### src/design/cpt_ram.sv
// Generic single-write, single-read RAM with registered read data.
`timescale 1ns / 1ps
module cpt_ram #(
  parameter int WIDTH = 8,
  parameter int DEPTH = 16
) (
  input  logic                     clk,
  input  logic                     we,
  input  logic [$clog2(DEPTH)-1:0] waddr,
  input  logic [WIDTH-1:0]         wdata,
  input  logic [$clog2(DEPTH)-1:0] raddr,
  output logic [WIDTH-1:0]         rdata
);
  logic [WIDTH-1:0] mem [DEPTH];

  always_ff @(posedge clk) begin
    if (we) begin
      mem[waddr] <= wdata;
    end
    rdata <= mem[raddr];
  end
endmodule

### config.mk
export PLATFORM = sky130hd
export DESIGN_NAME = cpt_ram
export DESIGN_NICKNAME = d
export VERILOG_FILES = /design/src/design/cpt_ram.sv
export SDC_FILE = /design/constraint.sdc
export NUM_CORES = 1
export LEC_CHECK = 0
export BUFFER_PORTS_ARGS = -buffer_cell sky130_fd_sc_hd__buf_2
export CORE_MARGIN = 1
export CORE_UTILIZATION = 50
export CTS_CLUSTER_DIAMETER = 200
export DETAILED_ROUTE_END_ITERATION = 10
export PLACE_DENSITY = 0.73
export SYNTH_ARGS = -nofsm -noshare
export SYNTH_HDL_FRONTEND = slang
export SYNTH_SLANG_ARGS = --single-unit
### constraint.sdc
create_clock -name clk -period 2.25 [get_ports clk]
set_clock_uncertainty 0.2 [all_clocks]
set_input_delay 0.1125 -clock clk [delete_from_list [all_inputs] [get_ports clk]]
set_output_delay 0.1125 -clock clk [all_outputs]
set_load 0.03 [all_outputs]
==> reports/metrics.csv, run 1 <==
stage,metric,value,unit
critical_path,crit end category,register,
synth,Netlist cell types,19,
timing,Final min period,1.81,ns
grt,first-pass GRT wire length,15400,um
critical_path,Worst setup startpoint,waddr[1],
floorplan,die width,103,um
clock_tree,Clock Latency Late Sink,0.52,ns
clock_tree,count of hold-fix buffers inserted at cts,13,
timing,Max Transition Viols Final,0,
critical_path,crit path DAT,1.85,ns
critical_path,reg-to-reg startpoint,mem[10][6],
placement,routability cong.,0.782,
finish,"commonest non-fill, non-tap cell in the layout",edfxtp_1,
clock_tree,CTS H-tree depth,4,
critical_path,CP cell instances,dlygate4sd3_1 -> buf_2 -> nand2b_1 -> nor2_1 -> buf_4,
finish,final net count,315,
placement,placed cell areas,0.00552,mm2
clock_tree,clk root buf,clkbuf_8,
timing,unrepaired setup endpoints after global routing,no,
synth,#FFs+latches synth,136,
critical_path,"Worst Path Class, Setup",in -> reg,
hold_path,hold wc startpoint,raddr[1],
routing,final WL,10400,um
clock_tree,post-CTS setup buffers,0,
flow_run,# Max-Cap Violations,0,
timing,fmax,552,MHz
floorplan,die area,0.0107,mm2
critical_path,CP max FO,7,
placement,count of input and output buffers,25,
timing,final hold violations,0,
routing,Via density,5.73,
synth,syn avg cell area,22.5,um2
grt,initial antenna violation count,0,
critical_path,"Largest stage delay, worst path",0.54,ns
placement,worst slack at placement,0.449,ns
critical_path,R2R Setup Slk,0.66,ns
grt,GRT Resource Usage Total,0.219,
routing,drt wl/cell,23.5,um
floorplan,Starting Density,0.522,
timing,Setup TNS Final,0,ns
timing,Tcrit/Tclk final,0.805,
timing,# setup viols final,0,
routing,initial drt markers,220,
floorplan,Core Area,0.00986,mm2
routing,# DRC,0,
clock_tree,Max Root-Sink Buffers,2,
power,Clock power frac,0.488,
critical_path,CP required,2.28,ns
synth,post-synthesis sequential area ratio,0.778,
routing,routed vias,2534,
timing,Worst Tran Pin Value,0.683,ns
finish,area delta synth->final,22.4,%
floorplan,io pins,26,
clock_tree,Num CTS Buffers,17,
placement,hpwl dp,6220,um
timing,Setup WS post-layout,0.439,ns
grt,largest net degree at the start of global routing,33,
grt,vias in the first global route,2631,
power,Pwr Density,981,mW/mm2
clock_tree,Resized cells post-CTS,0,
synth,Post-Synthesis Cells,229,
synth,syn_nets,247,
grt,GRT Residual Overflow,0,
finish,diode count,0,
power,switching part of the total,0.195,
clock_tree,"Clk pin slew, worst setup/hold paths",0.06,ns
timing,Fin Hold WS,0.0250,ns
power,net switching power,1.21,mW
finish,most frequent cells in the layout,"128 x edfxtp_1, 25 x buf_2, 20 x buf_4",
critical_path,Worst setup SP type,primary input,
floorplan,row count,36,
synth,Mapped Area,0.00515,mm2
routing,antenna violation net count after detailed routing,0,
routing,Pre-antenna DRT Iters,4,
timing,Slew Limit Headroom,0.543,
finish,Final Cell Area,0.00630,mm2
finish,share of cells above drive strength 1,0.304,
power,power share of the combinational group,0.050,
power,Sequential Power Share,0.462,
floorplan,Die H,103,um
hold_path,Min-Delay Path Class,in -> reg,
power,Leak,2.18,nW
power,peak supply drop,0.571,mV
synth,Ys Warns,0,
status,status,"finished, final reports clean",
clock_tree,CTS tree,done,
critical_path,"Slowest-stage cell, CP",nor2_1,
clock_tree,Sink Count,136,
power,Internal,4.97,mW
finish,fillers,636,
==> Yosys cell counts (all sizes together) <==
library cell	n	share of area
a22oi	16	0.023
and2	1	0.0012
and2b	1	0.0015
buf	7	0.011
clkdlybuf4s25	3	0.0058
dfxtp	8	0.031
edfxtp	128	0.75
mux4	32	0.15
nand2	9	0.0066
nand2b	2	0.0024
nand3	1	0.00097
nand3b	2	0.0029
nor2	13	0.0095
nor2b	1	0.0012
nor3	4	0.0039
or3b	1	0.0017
==> metal layers <==
metal | routed length (um) | part of all wire | GRT usage
met1 | 4370 | 0.42 | 0.297
met2 | 5100 | 0.49 | 0.332
met5 | 0 | 0 | 0
met3 | 737 | 0.071 | 0.0625
met4 | 161 | 0.016 | 0.102
==> sequential cells by signal (all words and copies together) (netlist names) <==
name   flops
mem      128
rdata      8
==> metrics by stage <==
step                      std cells  total power [mW]   util
after CTS                       442              6.20  0.639
after global routing            442              6.33  0.639
after global placement          398              3.19  0.560
after detailed placement        398              3.20  0.560
final                           442              6.18  0.639
after floorplan                 229              3.07      -
==> critical path, delay by kind of cell <==
family | cells | cell delay (ns)
buffers and inverters | 3 | 0.93
AND/OR/NAND/NOR | 2 | 0.80
==> logic make-up (layout without fill, tap and decap cells) <==
| kind of cell | Yosys count | in the layout | synth area share |
|---|---|---|---|
| buf+inv | 10 | 90 | 0.0168 |
| simple gates | 35 | 35 | 0.0318 |
| mux | 32 | 32 | 0.150 |
| compound gates | 16 | 16 | 0.0233 |
| flops | 136 | 136 | 0.778 |
==> path summary, 6_finish.rpt <==
check / to / depth (start not counted)
setup / recovery: mem[5][0] / 5
hold / removal: rdata[7] / 4
setup reg to reg: rdata[6] / 3
hold reg to reg: rdata[5] / 3
==> area by class of cell <==
| cell class | count | area [um2] | area share |
|---|---|---|---|
| flip-flops and latches | 136 | 4000 | 0.636 |
| multi-input cells | 83 | 1060 | 0.168 |
| repair buffers | 59 | 425 | 0.0675 |
| clock buffers | 18 | 418 | 0.0663 |
| clock inverters | 13 | 228 | 0.0362 |
| well taps | 133 | 166 | 0.0264 |
==> power by group through the flow <==
stage | Clock, mW | Sequential (mW) | Combinational (mW)
after global placement | 0 | 2.90 | 0.283
final | 3.01 | 2.85 | 0.309
after floorplan | 0 | 2.93 | 0.144
after global routing | 3.14 | 2.86 | 0.332
after detailed placement | 0 | 2.91 | 0.291
after CTS | 3.04 | 2.86 | 0.311
Note: power is estimated with default switching activity, not from simulation.
==> inputs of run 2 (changes only) <==
==> constraint.sdc (replaced) <==
create_clock -name clk -period 1.8 [get_ports clk]
set_clock_uncertainty 0.2 [all_clocks]
set_input_delay 0.09 -clock clk [delete_from_list [all_inputs] [get_ports clk]]
set_output_delay 0.09 -clock clk [all_outputs]
set_load 0.03 [all_outputs]
==> run 2 against run 1 <==
Against the previous run: clock power increased by 20%; die area unchanged; register-to-register slack got worse by 0.44 ns; total power increased by 23%; setup slack got worse by 0.29 ns; sequential cell count unchanged; worst hold slack improved by 0.0073 ns; largest power group unchanged; highest routed layer unchanged.
==> reports/metrics.csv, run 2 (synthesized netlist as in run 1, its figures left out) <==
stage,metric,value,unit,change
status,status,"finished, final reports clean",,
grt,GRT Resource Usage Total,0.206,,-0.0131
finish,area delta synth->final,23.8,%,
timing,unrepaired setup endpoints after global routing,no,,
finish,final net count,325,,+3.2%
routing,Via density,5.69,,-0.70%
routing,initial drt markers,166,,-25%
timing,# setup viols final,0,,unchanged
routing,drt wl/cell,21.5,um,-8.3%
critical_path,crit path DAT,1.67,ns,-0.18 ns
finish,"Most flops, register",mem,,
clock_tree,CTS H-tree depth,4,,unchanged
timing,Worst Tran Pin Value,0.359,ns,-0.325 ns
floorplan,die area,0.0107,mm2,unchanged
finish,Post-Route Utilization,0.646,,+0.00748
critical_path,crit end category,register,,
routing,Pre-antenna DRT Iters,5,,+1
critical_path,"Largest stage delay, worst path",0.53,ns,about the same
floorplan,Die H,103,um,unchanged
power,switching part of the total,0.195,,-0.000263
critical_path,"Slowest-stage cell, CP",dlygate4sd3_1,,
timing,Setup WS post-layout,0.153,ns,-0.287 ns
grt,met3 Use GR,0.0437,,-0.0188
power,Sequential Power Share,0.471,,+0.009
critical_path,family with the most delay on the worst path,buffers and inverters,,
critical_path,Worst Setup EP,mem[3][6],,
placement,hpwl dp,6060,um,-2.5%
power,net switching power,1.48,mW,+22%
finish,most frequent cells in the layout,"128 x edfxtp_1, 26 x buf_4, 25 x buf_2",,
grt,busiest grt layer,met2,,
clock_tree,post-CTS setup buffers,0,,unchanged
floorplan,Core Area,0.00986,mm2,unchanged
critical_path,Worst Path Buf+Inv,3,,unchanged
power,power share of the combinational group,0.053,,+0.003
grt,met2 Usage GRT,0.318,,-0.0138
critical_path,R2R Setup Slk,0.22,ns,-0.44 ns
timing,fmax,607,MHz,
clock_tree,"Clk pin slew, worst setup/hold paths",0.06,ns,about the same
timing,Slew Limit Headroom,0.761,,+0.218
critical_path,reg-to-reg startpoint,mem[0][5],,
critical_path,Worst setup SP type,primary input,,
routing,final WL,9740,um,-6.0%
timing,Setup TNS Final,0,ns,unchanged
grt,first-pass GRT wire length,14700,um,-4.7%
hold_path,Min-Delay Path Class,in -> reg,,
finish,Layout Cells excl Fill,453,,+2.5%
routing,routed vias,2579,,+1.8%
power,Clock power frac,0.477,,-0.011
critical_path,"Worst Path Class, Setup",in -> reg,,
floorplan,io pins,26,,unchanged
power,Internal,6.09,mW,+23%
flow_run,# Max-Cap Violations,0,,unchanged
timing,final hold violations,0,,unchanged
floorplan,Starting Density,0.522,,unchanged
finish,diode count,0,,unchanged
placement,count of input and output buffers,25,,unchanged
critical_path,CP cell instances,dlygate4sd3_1 -> buf_2 -> or3b_2 -> nor2_1 -> buf_4,,
timing,Final min period,1.65,ns,
clock_tree,clk root buf,clkbuf_8,,
finish,largest registers,"mem x128, rdata x8",,
finish,max reg flops,128,,unchanged
clock_tree,Num CTS Buffers,17,,unchanged
clock_tree,CTS tree,done,,
timing,Tcrit/Tclk final,0.915,,
routing,# DRC,0,,unchanged
critical_path,Worst setup startpoint,waddr[2],,
power,Pwr Density,1190,mW/mm2,+21%
critical_path,reg2reg end,rdata[5],,
clock_tree,Clock Latency Late Sink,0.52,ns,about the same
routing,antenna violation net count after detailed routing,0,,unchanged
placement,DP Cell Count,405,,+1.8%
power,Leak,2.22,nW,+1.9%
critical_path,CP required,1.82,ns,-0.46 ns
placement,routability cong.,0.755,,-3.4%
critical_path,CP max FO,7,,unchanged
floorplan,die width,103,um,unchanged
placement,worst slack at placement,0.0655,ns,-0.384 ns
critical_path,WP depth,5,,unchanged
grt,GRT Residual Overflow,0,,unchanged
finish,share of cells above drive strength 1,0.319,,+0.0145
timing,Max Transition Viols Final,0,,unchanged
grt,initial antenna violation count,0,,unchanged
critical_path,Reg2Reg Depth,3,,unchanged
clock_tree,Max Root-Sink Buffers,2,,unchanged
grt,vias in the first global route,2539,,-3.5%
grt,M1 GR Usage,0.282,,-0.0150
floorplan,row count,36,,unchanged
grt,largest net degree at the start of global routing,33,,unchanged
power,peak supply drop,0.571,mV,-0.14%
clock_tree,Sink Count,136,,unchanged
finish,"commonest non-fill, non-tap cell in the layout",edfxtp_1,,
[run 2: layer usage]
| metal | vias up | part of all wire |
|---|---|---|
| met5 | - | 0 |
| met4 | 0 | 0.020 |
| met3 | 19 | 0.067 |
| met2 | 110 | 0.49 |
| met1 | 1320 | 0.42 |
| li1 | 1130 | - |
[run 2: power groups by stage]
stage | sequential [mW] | clock, mW | combinational (mW)
final | 3.56 | 3.61 | 0.401
after global routing | 3.57 | 3.78 | 0.432
after CTS | 3.56 | 3.66 | 0.402
after detailed placement | 3.63 | 0 | 0.374
after global placement | 3.62 | 0 | 0.366
after floorplan | 3.66 | 0 | 0.180
[run 2: area by class of cell]
type | count | area (um2)
timing repair buffer | 69 | 520
fill | 639 | 3490
sequential | 136 | 4000
clock buffer | 19 | 422
clock inverter | 13 | 203
multi-input combinational | 83 | 1060
tap | 133 | 166
[run 2: worst reg2reg max path: stages (launching register included)]
cell and delay [ns]:
edfxtp_1 0.36, mux4_1 0.49, a22oi_1 0.32, nand2_1 0.09
[run 2: through the flow]
stage | cell area [um2] | power [mW] | hold WS, ns
2_1_floorplan | 5150 | 3.84 | -0.0111
3_3_place_gp | 5590 | 3.99 | 0.276
3_5_place_dp | 5590 | 4.00 | 0.284
4_1_cts | 6370 | 7.62 | 0.000955
5_1_grt | 6370 | 7.78 | 0.0418
6_report | 6370 | 7.57 | 0.0324
[run 2: worst min-delay path by stage]
stage / from / end / slack (ns) / depth (start not counted)
global placement: wdata[0] / mem[8][0] / 0.28 / 1
detailed placement: wdata[0] / mem[9][0] / 0.28 / 1
floorplan: wdata[0] / mem[0][0] / -0.01 / 0
CTS: raddr[0] / rdata[5] / 0.001 / 4
global route: raddr[0] / rdata[5] / 0.04 / 4
finish: raddr[0] / rdata[5] / 0.03 / 4
[run 2: what timing repair did]
item,in CTS,in global routing
resized for setup,0,0
hold buffers,16,0
endpoints found under the hold margin,185,0
==> inputs of run 3 (changes only) <==
--- a/config.mk
+++ b/config.mk
@@ -10,7 +10,7 @@
 export CORE_UTILIZATION = 50
 export CTS_CLUSTER_DIAMETER = 200
 export DETAILED_ROUTE_END_ITERATION = 10
-export PLACE_DENSITY = 0.73
+export PLACE_DENSITY = 0.67
 export SYNTH_ARGS = -nofsm -noshare
 export SYNTH_HDL_FRONTEND = slang
 export SYNTH_SLANG_ARGS = --single-unit
==> constraint.sdc (replaced) <==
create_clock -name clk -period 1.8 [get_ports clk]
set_clock_uncertainty 0.2 [all_clocks]
set_input_delay 0.36 -clock clk [delete_from_list [all_inputs] [get_ports clk]]
set_output_delay 0.36 -clock clk [all_outputs]
set_load 0.03 [all_outputs]
==> run 3 against run 2 <==
Against the previous run: sequential power about the same; highest routed layer unchanged; critical path type is now reg -> out; critical path depth decreased by 4; via count decreased by 5.0%; sequential cell count unchanged; clock power decreased by 8.0%; setup slack got worse by 0.013 ns.
==> reports/metrics.csv, run 3 (synthesized netlist as in run 1, its figures left out) <==
stage,metric,value,unit,change
status,status,"finished, final reports clean",,
floorplan,die width,103,um,unchanged
placement,placed cell areas,0.00562,mm2,+0.58%
critical_path,Worst setup SP type,register,,
timing,Setup WS post-layout,0.140,ns,-0.0128 ns
routing,# DRC,0,,unchanged
timing,fmax,602,MHz,-0.77%
critical_path,family with the most delay on the worst path,flip-flops,,
floorplan,Die H,103,um,unchanged
critical_path,reg-to-reg startpoint,mem[10][5],,
finish,max reg flops,128,,unchanged
critical_path,CP required,1.24,ns,-0.58 ns
timing,Worst Tran Pin Value,0.894,ns,+0.535 ns
flow_run,# Max-Cap Violations,0,,unchanged
finish,most frequent cells in the layout,"128 x edfxtp_1, 27 x buf_4, 25 x buf_2",,
clock_tree,"Clk pin slew, worst setup/hold paths",0.06,ns,about the same
placement,routability cong.,0.751,,-0.60%
finish,Final Cell Area,0.00619,mm2,-2.8%
finish,final net count,311,,-4.3%
critical_path,"Worst Path Class, Setup",reg -> out,,
placement,count of input and output buffers,25,,unchanged
routing,final WL,9840,um,+0.97%
finish,share of cells above drive strength 1,0.340,,+0.0211
timing,final hold violations,0,,unchanged
power,Leak,2.14,nW,-3.8%
timing,Max Transition Viols Final,0,,unchanged
floorplan,Core Area,0.00986,mm2,unchanged
critical_path,R2R Setup Slk,0.23,ns,about the same
clock_tree,CTS H-tree depth,4,,unchanged
power,peak supply drop,0.643,mV,+13%
routing,initial drt markers,208,,+25%
finish,Post-Route Utilization,0.628,,-0.0180
grt,GRT Residual Overflow,0,,unchanged
timing,Tcrit/Tclk final,0.922,,+0.00710
floorplan,io pins,26,,unchanged
routing,drt wl/cell,22.4,um,+4.2%
grt,initial antenna violation count,0,,unchanged
finish,area delta synth->final,20.3,%,
critical_path,"Slowest-stage cell, CP",dfxtp_1,,
critical_path,"Largest stage delay, worst path",0.36,ns,-0.17 ns
finish,largest registers,"mem x128, rdata x8",,
routing,Via density,5.58,,-1.9%
routing,routed vias,2451,,-5.0%
finish,diode count,0,,unchanged
placement,worst slack at placement,-0.145,ns,-0.211 ns
timing,Slew Limit Headroom,0.402,,-0.359
clock_tree,Max Root-Sink Buffers,2,,unchanged
routing,Pre-antenna DRT Iters,4,,-1
grt,GRT Resource Usage Total,0.209,,+0.00336
floorplan,die area,0.0107,mm2,unchanged
clock_tree,post-CTS setup buffers,0,,unchanged
hold_path,Min-Delay Path Class,in -> reg,,
clock_tree,CTS tree,done,,
grt,largest net degree at the start of global routing,20,,-39%
critical_path,CP max FO,1,,-6
hold_path,hold wc startpoint,wdata[0],,
clock_tree,count of hold-fix buffers inserted at cts,0,,-16
placement,hpwl dp,6190,um,+2.1%
grt,vias in the first global route,2478,,-2.4%
clock_tree,Sink Count,136,,unchanged
finish,fillers,664,,+3.9%
clock_tree,Resized cells post-CTS,0,,unchanged
critical_path,Worst setup startpoint,rdata[5],,
finish,"commonest non-fill, non-tap cell in the layout",edfxtp_1,,
timing,# setup viols final,0,,unchanged
timing,unrepaired setup endpoints after global routing,no,,
routing,antenna violation net count after detailed routing,0,,unchanged
finish,"Most flops, register",mem,,
floorplan,Starting Density,0.522,,unchanged
critical_path,CP cell instances,buf_2,,
timing,Final min period,1.66,ns,+0.0128 ns
clock_tree,Clock Latency Late Sink,0.52,ns,about the same
critical_path,Worst Path Buf+Inv,1,,-2
clock_tree,clk root buf,clkbuf_8,,
clock_tree,Num CTS Buffers,17,,unchanged
timing,Fin Hold WS,0.0222,ns,-0.0102 ns
critical_path,crit path DAT,1.10,ns,-0.57 ns
power,Pwr Density,1170,mW/mm2,-1.2%
floorplan,row count,36,,unchanged
critical_path,crit end category,output port,,
grt,first-pass GRT wire length,14600,um,-0.66%
-- run 3: cell types whose count changed in the layout (fill, tap and decap cells not counted), sizes merged --
cell         change
buf              +2
bufinv           -2
clkinv           +2
clkinvlp         +2
clkbuf           -2
dlygate4sd3     -16
-- run 3: where the power goes --
group	internal [mW]	total, mW	leakage (nW)	switching, mW
Combinational	0.158	0.381	0.641	0.224
Clock	2.08	3.32	0.272	1.24
Sequential	3.54	3.56	1.22	0.0219
-- run 3: path summary, 6_finish.rpt --
path | endpoint | cells past startpoint
worst max-delay path | rdata[5] | 1
worst min-delay path | mem[14][0] | 1
worst max register to register | rdata[5] | 3
worst min register to register | rdata[0] | 3
-- run 3: metal layers --
metal,up-vias,global-route usage,routed length [um]
li1,1100,-,-
met1,1251,0.277,4120
met2,84,0.324,4870
met5,-,0,0
met4,0,0.103,130
met3,16,0.0578,723
-- run 3: worst reg2reg max path: cells and delay by family (launching register included) --
family / cells / cell delay, ns
mux: 1 / 0.50
flops: 1 / 0.37
compound gates: 1 / 0.27
simple gates: 1 / 0.11
-- run 3: area by class of cell --
cell class,instances,area [um2],area share
flip-flops and latches,136,4000,0.646
well taps,133,166,0.0269
repair buffers,55,388,0.0626
clock buffers,17,414,0.0669
multi-input cells,83,1060,0.171
clock inverters,15,160,0.0259
-- run 3: stage by stage --
stage	instances	power, mW	setup TNS [ns]
global placement	407	4.01	-1.90
global route	439	7.47	0
floorplan	229	3.84	-0.703
detailed placement	407	4.01	-2.24
CTS	439	7.31	0
finish	439	7.27	0
